<file path="src/rtl/core/svalloc_pkg.sv">
// ----------------------------------------------------------------------------
// Voice allocator package
// Codes, constants and control structures shared by the allocator modules.
// ----------------------------------------------------------------------------
package svalloc_pkg;

  localparam int unsigned VOICES_DEF = 8;

  typedef enum logic [1:0] {
    OP_NOTE_ON  = 2'd0,
    OP_NOTE_OFF = 2'd1,
    OP_ALL_OFF  = 2'd2,
    OP_PREVIEW  = 2'd3
  } op_e;

  typedef enum logic {
    ACT_START   = 1'b0,
    ACT_SILENCE = 1'b1
  } act_e;

  typedef enum logic [1:0] {
    BUS_SHORT = 2'd0,
    BUS_DRY   = 2'd1,
    BUS_LONG  = 2'd2
  } bus_e;

  localparam logic [6:0] VEL_MAX     = 7'd127;
  localparam logic [7:0] ACCENT_ADD  = 8'd24;
  localparam logic [6:0] SEND_HALL   = 7'd64;
  localparam logic [6:0] PREVIEW_VEL = 7'd110;
  localparam logic [7:0] TRACK_PREV  = 8'hFE;

  // one voice table entry held in RAM
  typedef struct packed {
    logic [7:0]  track;
    logic [6:0]  note;
    logic [31:0] stamp;
  } entry_t;

  localparam int unsigned ENTRY_W = $bits(entry_t);

  // controller -> datapath
  typedef struct packed {
    logic load;        // latch the beat, clear walk state
    logic scan;        // streamed read / age compare step
    logic skip;        // note off: no match, move on
    logic take;        // note off: release matched voice
    logic flush;       // note off: send held result as last
    logic push_steal;  // silence the stolen voice
    logic push_start;  // start the chosen voice and update table
    logic all_push;    // all off: silence current voice
  } cmd_t;

  // datapath -> controller
  typedef struct packed {
    logic scan_done;
    logic steal;
    logic match;
    logic pend_v;
    logic out_free;
    logic cnt_last;
  } sts_t;

endpackage

</file>
<file path="src/rtl/core/svalloc_ram.sv">
// ----------------------------------------------------------------------------
// Generic RAM
// One write port, one read port, registered read data.
// ----------------------------------------------------------------------------
module svalloc_ram #(
  parameter int unsigned WIDTH = svalloc_pkg::ENTRY_W,
  parameter int unsigned DEPTH = svalloc_pkg::VOICES_DEF,
  localparam int unsigned AW   = (DEPTH > 1) ? $clog2(DEPTH) : 1
) (
  input  logic             clk_i,
  input  logic             we_i,
  input  logic [AW-1:0]    waddr_i,
  input  logic [WIDTH-1:0] wdata_i,
  input  logic [AW-1:0]    raddr_i,
  output logic [WIDTH-1:0] rdata_o
);

  logic [WIDTH-1:0] mem_q [DEPTH];
  logic [WIDTH-1:0] rdata_q;

  always_ff @(posedge clk_i) begin
    if (we_i) begin
      mem_q[waddr_i] <= wdata_i;
    end
    rdata_q <= mem_q[raddr_i];
  end

  assign rdata_o = rdata_q;

endmodule

</file>
<file path="src/rtl/core/svalloc_ctrl.sv">
// ----------------------------------------------------------------------------
// Voice allocator controller
// Sequences the voice walk for each operation and the result beats.
// ----------------------------------------------------------------------------
module svalloc_ctrl (
  input  logic               clk_i,
  input  logic               rst_ni,
  input  logic               in_valid_i,
  input  logic [1:0]         operation_i,
  input  logic               muted_i,
  input  svalloc_pkg::sts_t  sts_i,
  output svalloc_pkg::cmd_t  cmd_o,
  output logic               in_stall_o
);

  typedef enum logic [2:0] {
    ST_IDLE,
    ST_SCAN,
    ST_STEAL,
    ST_START,
    ST_OFF_RD,
    ST_OFF_CK,
    ST_OFF_FL,
    ST_ALL
  } state_e;

  state_e state_q, state_d;
  logic   stall_q;
  svalloc_pkg::op_e op;

  assign op = svalloc_pkg::op_e'(operation_i);

  always_comb begin
    state_d = state_q;
    cmd_o   = '0;
    unique case (state_q)
      ST_IDLE: begin
        if (in_valid_i) begin
          cmd_o.load = 1'b1;
          unique case (op)
            svalloc_pkg::OP_NOTE_ON: state_d = muted_i ? ST_IDLE : ST_SCAN;
            svalloc_pkg::OP_PREVIEW: state_d = ST_SCAN;
            svalloc_pkg::OP_NOTE_OFF: state_d = ST_OFF_RD;
            svalloc_pkg::OP_ALL_OFF: state_d = ST_ALL;
            default: state_d = ST_IDLE;
          endcase
        end
      end
      ST_SCAN: begin
        cmd_o.scan = 1'b1;
        if (sts_i.scan_done) begin
          state_d = sts_i.steal ? ST_STEAL : ST_START;
        end
      end
      ST_STEAL: begin
        if (sts_i.out_free) begin
          cmd_o.push_steal = 1'b1;
          state_d          = ST_START;
        end
      end
      ST_START: begin
        if (sts_i.out_free) begin
          cmd_o.push_start = 1'b1;
          state_d          = ST_IDLE;
        end
      end
      ST_OFF_RD: begin
        // RAM read of the current voice is in flight
        state_d = ST_OFF_CK;
      end
      ST_OFF_CK: begin
        if (!sts_i.match) begin
          cmd_o.skip = 1'b1;
          state_d    = sts_i.cnt_last ? ST_OFF_FL : ST_OFF_RD;
        end else if (!sts_i.pend_v || sts_i.out_free) begin
          cmd_o.take = 1'b1;
          state_d    = sts_i.cnt_last ? ST_OFF_FL : ST_OFF_RD;
        end
      end
      ST_OFF_FL: begin
        if (!sts_i.pend_v) begin
          state_d = ST_IDLE;
        end else if (sts_i.out_free) begin
          cmd_o.flush = 1'b1;
          state_d     = ST_IDLE;
        end
      end
      ST_ALL: begin
        if (sts_i.out_free) begin
          cmd_o.all_push = 1'b1;
          if (sts_i.cnt_last) begin
            state_d = ST_IDLE;
          end
        end
      end
      default: state_d = ST_IDLE;
    endcase
  end

  always_ff @(posedge clk_i or negedge rst_ni) begin
    if (!rst_ni) begin
      state_q <= ST_IDLE;
      stall_q <= 1'b0;
    end else begin
      state_q <= state_d;
      stall_q <= (state_d != ST_IDLE);
    end
  end

  assign in_stall_o = stall_q;

endmodule

</file>
<file path="src/rtl/core/svalloc_dp.sv">
// ----------------------------------------------------------------------------
// Voice allocator datapath
// Voice table, walk counter, age trackers, velocity scaling, result register.
// ----------------------------------------------------------------------------
module svalloc_dp #(
  parameter int unsigned VOICES = svalloc_pkg::VOICES_DEF,
  localparam int unsigned VW    = (VOICES > 1) ? $clog2(VOICES) : 1
) (
  input  logic              clk_i,
  input  logic              rst_ni,
  input  svalloc_pkg::cmd_t cmd_i,
  output svalloc_pkg::sts_t sts_o,
  input  logic              cfg_we_i,
  input  logic              cfg_wdata_i,
  input  logic [1:0]        operation_i,
  input  logic [7:0]        track_i,
  input  logic [6:0]        note_i,
  input  logic [6:0]        velocity_i,
  input  logic              accent_i,
  input  logic [6:0]        track_volume_i,
  input  logic [6:0]        reverb_send_i,
  input  logic [31:0]       now_ms_i,
  output logic              out_valid_o,
  input  logic              out_stall_i,
  output logic              action_o,
  output logic [VW-1:0]     voice_o,
  output logic [6:0]        out_velocity_o,
  output logic [1:0]        bus_o,
  output logic [6:0]        played_note_o,
  output logic              last_o
);

  localparam int unsigned CW = $clog2(VOICES + 1);

  // latched beat
  svalloc_pkg::op_e op_q;
  logic [7:0]       trk_q;
  logic [6:0]       note_q, vel_q, vol_q, send_q;
  logic             acc_q;
  logic [31:0]      now_q;

  logic             fx_q;

  // walk state
  logic [CW-1:0]     cnt_q;
  logic              rv_q;
  logic [VW-1:0]     rd_idx_q;
  logic [VOICES-1:0] act_q, rel_q;

  // age trackers
  logic          free_v_q, rel_v_q, act_v_q;
  logic [VW-1:0] free_idx_q, rel_idx_q, act_idx_q;
  logic [31:0]   rel_st_q, act_st_q;

  // held note-off result
  logic          pend_v_q;
  logic [VW-1:0] pend_idx_q;

  // velocity pipeline
  logic [13:0] prod_q;
  logic [6:0]  quo_q;

  // result register
  logic          out_v_q, act_out_q, last_q;
  logic [VW-1:0] voice_q;
  logic [6:0]    ovel_q, pnote_q;
  logic [1:0]    bus_q;

  // RAM
  svalloc_pkg::entry_t rdata, wdata;
  logic                we;
  logic [VW-1:0]       waddr, cnt_idx, sel_idx;

  logic       out_free, done_walk, cnt_last, match;
  logic       rd_act, rd_rel;
  logic [7:0] vacc;
  logic [6:0] vsat, q0, vstart;
  logic [7:0] rem;
  logic [1:0] bus_sel;

  assign cnt_idx   = cnt_q[VW-1:0];
  assign done_walk = (cnt_q == CW'(VOICES));
  assign cnt_last  = (cnt_q == CW'(VOICES - 1));
  assign out_free  = !out_v_q || !out_stall_i;
  assign rd_act    = act_q[rd_idx_q];
  assign rd_rel    = rel_q[rd_idx_q];
  assign match     = act_q[cnt_idx] && (rdata.track == trk_q) && (rdata.note == note_q);
  assign sel_idx   = free_v_q ? free_idx_q : (rel_v_q ? rel_idx_q : act_idx_q);

  // velocity: accent, clamp, then floor(v * vol / 127) as shift plus one correction
  assign vacc = {1'b0, vel_q} + (acc_q ? svalloc_pkg::ACCENT_ADD : 8'd0);
  assign vsat = (vacc > {1'b0, svalloc_pkg::VEL_MAX}) ? svalloc_pkg::VEL_MAX : vacc[6:0];
  assign q0   = prod_q[13:7];
  assign rem  = {1'b0, prod_q[6:0]} + {1'b0, q0};

  assign vstart = (op_q == svalloc_pkg::OP_PREVIEW) ? svalloc_pkg::PREVIEW_VEL : quo_q;

  always_comb begin
    if (!fx_q) begin
      bus_sel = svalloc_pkg::BUS_SHORT;
    end else if (send_q == 7'd0) begin
      bus_sel = svalloc_pkg::BUS_DRY;
    end else if (send_q < svalloc_pkg::SEND_HALL) begin
      bus_sel = svalloc_pkg::BUS_SHORT;
    end else begin
      bus_sel = svalloc_pkg::BUS_LONG;
    end
  end

  always_comb begin
    we    = 1'b0;
    waddr = cnt_idx;
    wdata = rdata;
    if (cmd_i.take) begin
      we          = 1'b1;
      wdata.stamp = now_q;
    end else if (cmd_i.push_start) begin
      we          = 1'b1;
      waddr       = sel_idx;
      wdata.track = (op_q == svalloc_pkg::OP_PREVIEW) ? svalloc_pkg::TRACK_PREV : trk_q;
      wdata.note  = note_q;
      wdata.stamp = now_q;
    end
  end

  svalloc_ram #(
    .WIDTH (svalloc_pkg::ENTRY_W),
    .DEPTH (VOICES)
  ) u_ram (
    .clk_i   (clk_i),
    .we_i    (we),
    .waddr_i (waddr),
    .wdata_i (wdata),
    .raddr_i (cnt_idx),
    .rdata_o (rdata)
  );

  // payload: no reset needed
  always_ff @(posedge clk_i) begin
    if (cmd_i.load) begin
      op_q   <= svalloc_pkg::op_e'(operation_i);
      trk_q  <= track_i;
      note_q <= note_i;
      vel_q  <= velocity_i;
      acc_q  <= accent_i;
      vol_q  <= track_volume_i;
      send_q <= reverb_send_i;
      now_q  <= now_ms_i;
    end
    prod_q <= {7'd0, vsat} * {7'd0, vol_q};
    quo_q  <= (rem >= {1'b0, svalloc_pkg::VEL_MAX}) ? q0 + 7'd1 : q0;

    if (cmd_i.scan && rv_q) begin
      if (!free_v_q && !rd_act && !rd_rel) begin
        free_idx_q <= rd_idx_q;
      end
      if (rd_rel && (!rel_v_q || rdata.stamp < rel_st_q)) begin
        rel_idx_q <= rd_idx_q;
        rel_st_q  <= rdata.stamp;
      end
      if (rd_act && (!act_v_q || rdata.stamp < act_st_q)) begin
        act_idx_q <= rd_idx_q;
        act_st_q  <= rdata.stamp;
      end
    end
    if (cmd_i.load) begin
      act_idx_q <= '0;
    end
    if (cmd_i.scan && !done_walk) begin
      rd_idx_q <= cnt_idx;
    end
    if (cmd_i.take) begin
      pend_idx_q <= cnt_idx;
    end

    if (cmd_i.push_steal || cmd_i.all_push || cmd_i.flush ||
        (cmd_i.take && pend_v_q)) begin
      act_out_q <= svalloc_pkg::ACT_SILENCE;
      ovel_q    <= 7'd0;
      bus_q     <= svalloc_pkg::BUS_SHORT;
      pnote_q   <= 7'd0;
    end
    if (cmd_i.push_steal) begin
      voice_q <= sel_idx;
      last_q  <= 1'b0;
    end
    if (cmd_i.all_push) begin
      voice_q <= cnt_idx;
      last_q  <= cnt_last;
    end
    if (cmd_i.flush) begin
      voice_q <= pend_idx_q;
      last_q  <= 1'b1;
    end
    if (cmd_i.take && pend_v_q) begin
      voice_q <= pend_idx_q;
      last_q  <= 1'b0;
    end
    if (cmd_i.push_start) begin
      act_out_q <= svalloc_pkg::ACT_START;
      voice_q   <= sel_idx;
      ovel_q    <= vstart;
      bus_q     <= bus_sel;
      pnote_q   <= note_q;
      last_q    <= 1'b1;
    end
  end

  // control state
  always_ff @(posedge clk_i or negedge rst_ni) begin
    if (!rst_ni) begin
      fx_q     <= 1'b1;
      cnt_q    <= '0;
      rv_q     <= 1'b0;
      act_q    <= '0;
      rel_q    <= '0;
      free_v_q <= 1'b0;
      rel_v_q  <= 1'b0;
      act_v_q  <= 1'b0;
      pend_v_q <= 1'b0;
      out_v_q  <= 1'b0;
    end else begin
      if (cfg_we_i) begin
        fx_q <= cfg_wdata_i;
      end

      if (cmd_i.load) begin
        cnt_q    <= '0;
        rv_q     <= 1'b0;
        free_v_q <= 1'b0;
        rel_v_q  <= 1'b0;
        act_v_q  <= 1'b0;
        pend_v_q <= 1'b0;
      end

      if (cmd_i.scan) begin
        rv_q <= !done_walk;
        if (!done_walk) begin
          cnt_q <= cnt_q + CW'(1);
        end
        if (rv_q) begin
          if (!rd_act && !rd_rel) free_v_q <= 1'b1;
          if (rd_rel) rel_v_q <= 1'b1;
          if (rd_act) act_v_q <= 1'b1;
        end
      end

      if (cmd_i.skip || cmd_i.all_push) begin
        cnt_q <= cnt_q + CW'(1);
      end
      if (cmd_i.take) begin
        cnt_q          <= cnt_q + CW'(1);
        pend_v_q       <= 1'b1;
        act_q[cnt_idx] <= 1'b0;
        rel_q[cnt_idx] <= 1'b1;
      end
      if (cmd_i.flush) begin
        pend_v_q <= 1'b0;
      end
      if (cmd_i.push_start) begin
        act_q[sel_idx] <= (op_q != svalloc_pkg::OP_PREVIEW);
        rel_q[sel_idx] <= (op_q == svalloc_pkg::OP_PREVIEW);
      end
      if (cmd_i.all_push && cnt_last) begin
        act_q <= '0;
        rel_q <= '0;
      end

      if (cmd_i.push_steal || cmd_i.push_start || cmd_i.all_push || cmd_i.flush ||
          (cmd_i.take && pend_v_q)) begin
        out_v_q <= 1'b1;
      end else if (!out_stall_i) begin
        out_v_q <= 1'b0;
      end
    end
  end

  assign sts_o.scan_done = done_walk && !rv_q;
  assign sts_o.steal     = !free_v_q && !rel_v_q;
  assign sts_o.match     = match;
  assign sts_o.pend_v    = pend_v_q;
  assign sts_o.out_free  = out_free;
  assign sts_o.cnt_last  = cnt_last;

  assign out_valid_o    = out_v_q;
  assign action_o       = act_out_q;
  assign voice_o        = voice_q;
  assign out_velocity_o = ovel_q;
  assign bus_o          = bus_q;
  assign played_note_o  = pnote_q;
  assign last_o         = last_q;

endmodule

</file>
<file path="src/rtl/core/synth_voice_allocator_core.sv">
// ----------------------------------------------------------------------------
// Polyphonic voice allocator
// Voice table with free / oldest-released / oldest-active selection.
// ----------------------------------------------------------------------------
//  channel  | direction | handshake                 | payload
//  ---------+-----------+---------------------------+---------------------------
//  in       | slave     | in_valid_i / in_stall_o   | operation .. now_ms
//  out      | master    | out_valid_o / out_stall_i | action .. last
//  cfg      | slave     | cfg_we_i                  | cfg_wdata_i (fx_enable)
//
// Note on / preview: the table is walked through the one RAM read port, then the
// start beat is sent, preceded by a silence beat when a voice is stolen. Note off:
// each voice is read and then checked; the held release goes out as the last beat.
// All off: one silence beat per voice. Muted note on: accepted with no walk.
// Reset clears the voice flags at once; no clearing pass.
// A stalled result beat holds in the output register; the next beat waits for it.
// ----------------------------------------------------------------------------
module synth_voice_allocator_core #(
  parameter int unsigned VOICES = svalloc_pkg::VOICES_DEF,
  localparam int unsigned VW    = (VOICES > 1) ? $clog2(VOICES) : 1
) (
  input  logic          clk_i,
  input  logic          rst_ni,
  input  logic          cfg_we_i,
  input  logic          cfg_wdata_i,
  input  logic          in_valid_i,
  output logic          in_stall_o,
  input  logic [1:0]    operation_i,
  input  logic [7:0]    track_i,
  input  logic [6:0]    note_i,
  input  logic [6:0]    velocity_i,
  input  logic          accent_i,
  input  logic          muted_i,
  input  logic [6:0]    track_volume_i,
  input  logic [6:0]    reverb_send_i,
  input  logic [31:0]   now_ms_i,
  output logic          out_valid_o,
  input  logic          out_stall_i,
  output logic          action_o,
  output logic [VW-1:0] voice_o,
  output logic [6:0]    out_velocity_o,
  output logic [1:0]    bus_o,
  output logic [6:0]    played_note_o,
  output logic          last_o
);

  svalloc_pkg::cmd_t cmd;
  svalloc_pkg::sts_t sts;

  svalloc_ctrl u_ctrl (
    .clk_i       (clk_i),
    .rst_ni      (rst_ni),
    .in_valid_i  (in_valid_i),
    .operation_i (operation_i),
    .muted_i     (muted_i),
    .sts_i       (sts),
    .cmd_o       (cmd),
    .in_stall_o  (in_stall_o)
  );

  svalloc_dp #(
    .VOICES (VOICES)
  ) u_dp (
    .clk_i          (clk_i),
    .rst_ni         (rst_ni),
    .cmd_i          (cmd),
    .sts_o          (sts),
    .cfg_we_i       (cfg_we_i),
    .cfg_wdata_i    (cfg_wdata_i),
    .operation_i    (operation_i),
    .track_i        (track_i),
    .note_i         (note_i),
    .velocity_i     (velocity_i),
    .accent_i       (accent_i),
    .track_volume_i (track_volume_i),
    .reverb_send_i  (reverb_send_i),
    .now_ms_i       (now_ms_i),
    .out_valid_o    (out_valid_o),
    .out_stall_i    (out_stall_i),
    .action_o       (action_o),
    .voice_o        (voice_o),
    .out_velocity_o (out_velocity_o),
    .bus_o          (bus_o),
    .played_note_o  (played_note_o),
    .last_o         (last_o)
  );

endmodule

</file>
<file path="config.mk">
export PLATFORM = sky130hd
export DESIGN_NAME = synth_voice_allocator_core
export DESIGN_NICKNAME = d
export VERILOG_FILES = /design/src/rtl/core/svalloc_pkg.sv /design/src/rtl/core/svalloc_ram.sv /design/src/rtl/core/svalloc_ctrl.sv /design/src/rtl/core/svalloc_dp.sv /design/src/rtl/core/synth_voice_allocator_core.sv
export SDC_FILE = /design/constraint.sdc
export NUM_CORES = 1
export LEC_CHECK = 0
export BUFFER_PORTS_ARGS = -buffer_cell sky130_fd_sc_hd__buf_2
export CAP_MARGIN = 0
export CELL_PAD_IN_SITES_DETAIL_PLACEMENT = 0
export CELL_PAD_IN_SITES_GLOBAL_PLACEMENT = 1
export CORE_MARGIN = 2
export CORE_UTILIZATION = 53
export DETAILED_ROUTE_END_ITERATION = 6
export PLACE_DENSITY_LB_ADDON = 0.1
export SLEW_MARGIN = 20
export SYNTH_ARGS = -nofsm -noshare
export SYNTH_HDL_FRONTEND = slang
export SYNTH_HIERARCHICAL = 1
export SYNTH_SLANG_ARGS = --single-unit
</file>
<file path="constraint.sdc">
create_clock -name clk_i -period 9.2 [get_ports clk_i]
set_input_delay 0.92 -clock clk_i [delete_from_list [all_inputs] [get_ports clk_i]]
set_output_delay 0.92 -clock clk_i [all_outputs]
set_load 0.005 [all_outputs]
</file>
# After elaboration in Yosys (flattened, before gate mapping)
# Memory sizes are Yosys's and may differ from the RTL's. A register that Yosys moved wholly into a read port is not among the register bits.
# Cells that the tools add are included.
dict set report totals {
  mem_bits_rw 376
  mem_count 1
  regBits 223
}
# memory words width read_ports rd_ports_with_merged_regs wr line
set mem_list {}
lappend mem_list {u_dp.u_ram.mem_q 8 47 1 1 1 svalloc_ram.sv:18} ;# logic [WIDTH-1:0] mem_q [DEPTH];
dict set report op_classes {
  bitwise_logic 3
  n_eq_ne 17
  reduce_logical 49
  addsub 4
  order_cmp 10
  n_mux 101
  n_mul 1
}
# operator n
set ops {}
lappend ops {{32-bit less-than comparator} 2}
lappend ops {{8-bit two-way mux} 7}
lappend ops {{3-bit two-way mux} 18}
lappend ops {{47-bit two-way mux} 1}
lappend ops {{1-bit two-way mux} 45}
lappend ops {{7-bit two-way mux} 6}
lappend ops {{32-bit two-way mux} 1}
lappend ops {{3-bit one-hot mux with 8 select lines} 1}
lappend ops {{4-bit two-way mux} 5}
lappend ops {{8-bit bitwise mux} 2}
lappend ops {{1-bit logical AND} 15}
lappend ops {{15-bit two-way mux} 1}
lappend ops {{7-bit by 7-bit multiplier with 14-bit output} 1}
lappend ops {{2-bit two-way mux} 7}
lappend ops {{3-bit equality test (second input constant)} 4}
lappend ops {{1-bit logical OR} 12}
lappend ops {{3-bit by 4-bit less-than comparator with 1-bit output (second input constant)} 3}
lappend ops {{3-bit one-hot mux with 4 select lines} 1}
lappend ops {{1-bit zero test} 10}
lappend ops {{1-bit binary-select mux with 3-bit select} 3}
lappend ops {{7-bit by 7-bit adder with 8-bit output} 1}
lappend ops {{7-bit by 8-bit adder with 8-bit output} 1}
lappend ops {{8-bit AND} 1}
lappend ops {{8-bit equality test} 1}
lappend ops {{27 further kinds} 36}

# Depth between registers and ports, before layout
dict set report logic_depth {
  word_depth 10
  ltp_mapped 21
}

# Modules after synthesis
# The synthesis kept the hierarchy.
# module cells_per_inst instances seq_area_each_um2 area_per_inst_um2
set by_module_without_submodules {}
lappend by_module_without_submodules {svalloc_ram 603 1 12231.7 15099.5}
lappend by_module_without_submodules {svalloc_dp 947 1 6182.2 11601.1}
lappend by_module_without_submodules {svalloc_ctrl 55 1 100.1 411.6}

# Least setup slack after synthesis
# No wires, ideal clock.
dict set report synth_path {
  path_type {register -> register}
  from {reg u_dp.cnt_q[2]}
  to {mem u_dp/u_ram/mem_q[0][0] in the netlist's numbering (enable)}
  path_stages_with_launch 13
  arrival_ps 6012
  period_less_slack_ps 6522
  path_buffers 4
  slack_ps 2678
  t_required_ps 8690
  path_cell_list {dfrtp_1 buf_1 mux4_2 nand2_1 a2111oi_0 buf_4 nor3b_1 clkbuf_1 nor2_1 clkbuf_1 inv_1 nand2b_1 nor3_1}
}
# item line
set synth_rtl {}
lappend synth_rtl {{from (decl)} svalloc_dp.sv:45} ;# logic [CW-1:0] cnt_q;
lappend synth_rtl {{from (signal assigned)} svalloc_dp.sv:239} ;# cnt_q <= cnt_q + CW'(1);
lappend synth_rtl {{from (signal assigned)} svalloc_dp.sv:249} ;# cnt_q <= cnt_q + CW'(1);
lappend synth_rtl {{from (signal assigned)} svalloc_dp.sv:252} ;# cnt_q <= cnt_q + CW'(1);
lappend synth_rtl {{to (decl)} svalloc_ram.sv:18}

# Worst setup path after layout
dict set report layout_path {
  from {reg u_dp.acc_q}
  to {reg u_dp.prod_q[12]}
}
dict set report layout_via {
  elab_chain_cells 5
}
# item line
set layout_rtl {}
lappend layout_rtl {{from (decl)} svalloc_dp.sv:39} ;# logic acc_q;
lappend layout_rtl {{from (signal assigned)} svalloc_dp.sv:145} ;# acc_q <= accent_i;
lappend layout_rtl {{5-bit two-way mux (*)} svalloc_dp.sv:91} ;# assign vacc = {1'b0, vel_q} + (acc_q ? svalloc_pkg::ACCENT_ADD : 8'd0);
lappend layout_rtl {{7-bit by 8-bit adder with 8-bit output (*)} svalloc_dp.sv:91}
lappend layout_rtl {{8-bit by 7-bit greater-than comparator with 1-bit output} svalloc_dp.sv:92} ;# assign vsat = (vacc > {1'b0, svalloc_pkg::VEL_MAX}) ? svalloc_pkg::VEL_MAX : vacc[6:0];
lappend layout_rtl {{7-bit two-way mux (*)} svalloc_dp.sv:92}
lappend layout_rtl {{7-bit by 7-bit multiplier with 14-bit output (*)} svalloc_dp.sv:150} ;# prod_q <= {7'd0, vsat} * {7'd0, vol_q};
lappend layout_rtl {{to (signal assigned)} svalloc_dp.sv:150}
lappend layout_rtl {{to (decl)} svalloc_dp.sv:60} ;# logic [13:0] prod_q;
# Mark *: on every way between the ends. The rest lies on a longest branch, timed or not.
# A chain may end at the register's enable or synchronous reset.

==> results.ini <==
[clocking]
numClockSinks = 646
worst_case_clock_buffer_depth = 3
cts_resized = 0
postCtsSetupBuffers = 0
cts_tree = done
clk_root_buffer_cell = clkbuf_16
tritoncts.num_buffers = 69
path_clk_slew_ns = 0.06
insertion_delay_ns = 0.60
post_cts_hold_buffer_count = 0
clock_tree.htree_level_count = 3

[setup_path]
worst_setup_path_start_kind = register
critical_path_arrival_ns = 5.95
setup.reg_to_reg.worst_slack_ns = 3.77
critPathCapture = u_dp/prod_q[12]
cpMaxStageDelayCell = fa_1
timing.critical_path.to_type = register
critical_path_class = register to register
reg2regPathDepth = 17
timing.critical_path.depth = 17
timing.critical_path.from = u_dp/acc_q
critical_path_buf_inv_count = 2
r2r-end = u_dp/prod_q[12]
critical_path.cell_chain = ha_1, fa_1, and3_1, or2_2, nand2_1, fa_1, fa_1, fa_1, inv_1, fa_1, ha_1, inv_1, o21bai_1, a2111o_1, a31o_2, a21oi_1, xnor2_1
cell_type_with_the_highest_occurrence_count_on_the_critical_path = fa_1
launching_point_of_the_worst_reg2reg_path = u_dp/acc_q
worst_ep_required_time_ns = 9.71
critPathMaxStageDelay_ns = 0.54
cp_top_family = adder cells
worstPathMaxFanout = 12

[grt]
overflow = 0
grt_start_max_net_pins = 64
global_route_wire_length_before_repair_mm = 84.25
first_global_vias = 14650
all_layer_gr_usage = 0.2097
grt_antenna_before_repair = 0

[logic_synthesis]
syn-instance-count = 1605
largest_area_contributor_in_the_synthesized_netlist = edfxtp_1
yosys_register_bits = 646
mappedNetlistArea_um2 = 27110
asyncSetResetFlopFracSynth = 0.04799
yosysMostFrequentCell = edfxtp_1
synth_top_cell_area_share = 0.6003
netlist_top_cells_count = 542 x edfxtp_1, 109 x ha_1, 105 x inv_1
synthFlopType = edfxtp_1
avg_cell_area_syn_um2 = 16.89
synth_nets = 1818
yosysWarnings = 6
post_synthesis_sequential_area_ratio = 0.6829
synthDistinctLibCells = 65
synth_area_leaders = edfxtp_1 60%, mux4_2 8.3%, dfxtp_1 5.4%
synth_edf_count = 542

[outcome]
status = finished clean

[timing]
slew_headroom = 0.3457
finalWorstPathRequiredPeriod_ns = 5.435
setup_total_negative_slack_ns = 0
rsz0062_at_grt = no
min_period_over_period = 0.5908
fmax_mhz = 184.0
slew_at_the_pin_closest_to_its_max_slew_limit_ns = 0.9814
fin_skew_ns = 0.02228
setup_viol = 0
final_hold_viol_count = 0
timing_max_transition_violations_final = 0
finalHoldWorstSlack_ns = 0.4052

[run]
max_cap_viol_count = 0

[die]
initial_core_util = 0.5382
design.die.area_um2 = 52980
i_o_pin_cnt = 101
fp.coreArea_um2 = 50380
chipWidth_um = 230.2
row_cnt = 82
dieHeight_um = 230.2

[power_and_ir_drop]
total_power_mw = 10.69
worst_ir_drop_vdd_uv = 209.0
pwr_density_cell_nw_per_um2 = 347.9
leakagePower_nw = 11.20

[route]
dr.first_iter.drc_count = 930
drt-pass1-iter-count = 4
routed_wirelength_mm = 53.87
wl_per_cell_um = 21.74
total_via_count_in_the_routed_design = 14050
remaining_drc_errors = 0
drt.antenna.violating_nets = 0
detail_route.vias_per_cell = 5.670

[placement]
finalWeightedCongestion = 0.8048
place_hpwl_mm = 32.15
placed_cells = 2349
port-buffer-count = 100

[final_layout]
count_of_inserted_antenna_diode_cells = 0
final_layout_size_suffix_gt1_frac = 0.2414
synth_to_final_area_change_pct = 13.30
layout.nets = 1962
stdcell_count = 2478

[hold_path]
worst_hold_path_type = primary input to async pin

## flip-flops by register name (all words and copies together) (netlist names), 8 cells and up
name / cells
u_dp/prod_q: 14
u_dp/rel_q: 8
u_dp/u_ram/mem_q: 376
u_dp/trk_q: 8
u_dp/act_q: 8
u_dp/u_ram/rdata_o: 47
u_dp/act_st_q: 32
u_dp/rel_st_q: 32
u_dp/now_q: 32
## cell usage in the layout, fill, tap and decap left out, types with 13 or more instances in the layout
cell type	count
fa_1	26
nor2_1	58
mux2_2	83
o21ai_0	34
nand2_1	74
o21a_1	13
xnor2_1	25
a21oi_1	37
and2_1	22
nor2b_1	28
ha_1	109
dfxtp_1	73
nand4_1	17
edfxtp_1	542
dfrtp_1	27
mux4_2	100
a21o_1	20
buf_4	24
clkbuf_1	25
nor3_1	13
clkbuf_16	71
nand3_1	14
inv_1	105
buf_2	100
## cells by family after synthesis
kind of cell,synth area share
adders and majority gates,0.06950
AOI/OAI and AO/OA,0.04029
xor gates and xnor gates,0.01098
and+or+nand+nor,0.05076
DFF,0.6829
buffers and inverters,0.02511
muxes,0.1205
## metal layers
layer	vias up	GRT usage	part of all wire
met5	-	0	0
met4	0	0.05585	0.020
met3	84	0.03733	0.046
met2	301	0.3388	0.49
met1	7237	0.2971	0.45
li1	6429	-	-
## layout make-up
| type | count | area, um2 |
|---|---|---|
| fillers | 3732 | 19660 |
| flip-flops and latches | 646 | 18520 |
| multi-input cells | 802 | 8015 |
| clock buffers | 101 | 1939 |
| well taps | 672 | 840.8 |
| repair buffers | 125 | 700.7 |
| inverters | 105 | 394.1 |
| clock inverters | 27 | 304.0 |
## per-stage QoR
step	utilization	instance area, um2	worst slack (ns)
floorplan	-	27110	2.678
global placement	0.5648	28450	3.875
detailed placement	0.5648	28450	3.771
CTS	0.6094	30700	3.744
global route	0.6098	30720	3.506
finish	0.6098	30720	3.765
## power by group
group / internal [mW] / total, mW / switching [mW]
combinational: 1.52 / 3.42 / 1.89
sequential: 4.16 / 4.53 / 0.377
clock: 1.64 / 2.73 / 1.09
total: 7.32 / 10.7 / 3.37
## how the worst min path moves through the flow
| stage | endpoint | slack, ns | depth (start not counted) |
|---|---|---|---|
| floorplan | u_dp/act_idx_q[1] | 0.43 | 2 |
| global placement | u_dp/action_o | 0.44 | 2 |
| detailed placement | u_dp/action_o | 0.44 | 2 |
| CTS | u_ctrl/in_stall_o | 0.42 | 1 |
| global route | u_ctrl/in_stall_o | 0.44 | 1 |
| finish | u_ctrl/in_stall_o | 0.41 | 1 |
## worst register-to-register path, delay by kind of cell, from the launching register on
family / cells / cell delay, ns
AO/OA/AOI/OAI: 4 / 0.94
flip-flops: 1 / 0.44
adder cells (fa/ha/maj): 7 / 2.95
AND/OR/NAND/NOR: 3 / 0.79
buffers and inverters: 2 / 0.14
XOR/XNOR: 1 / 0.12
No activity file was read; power rests on OpenSTA's default activity.
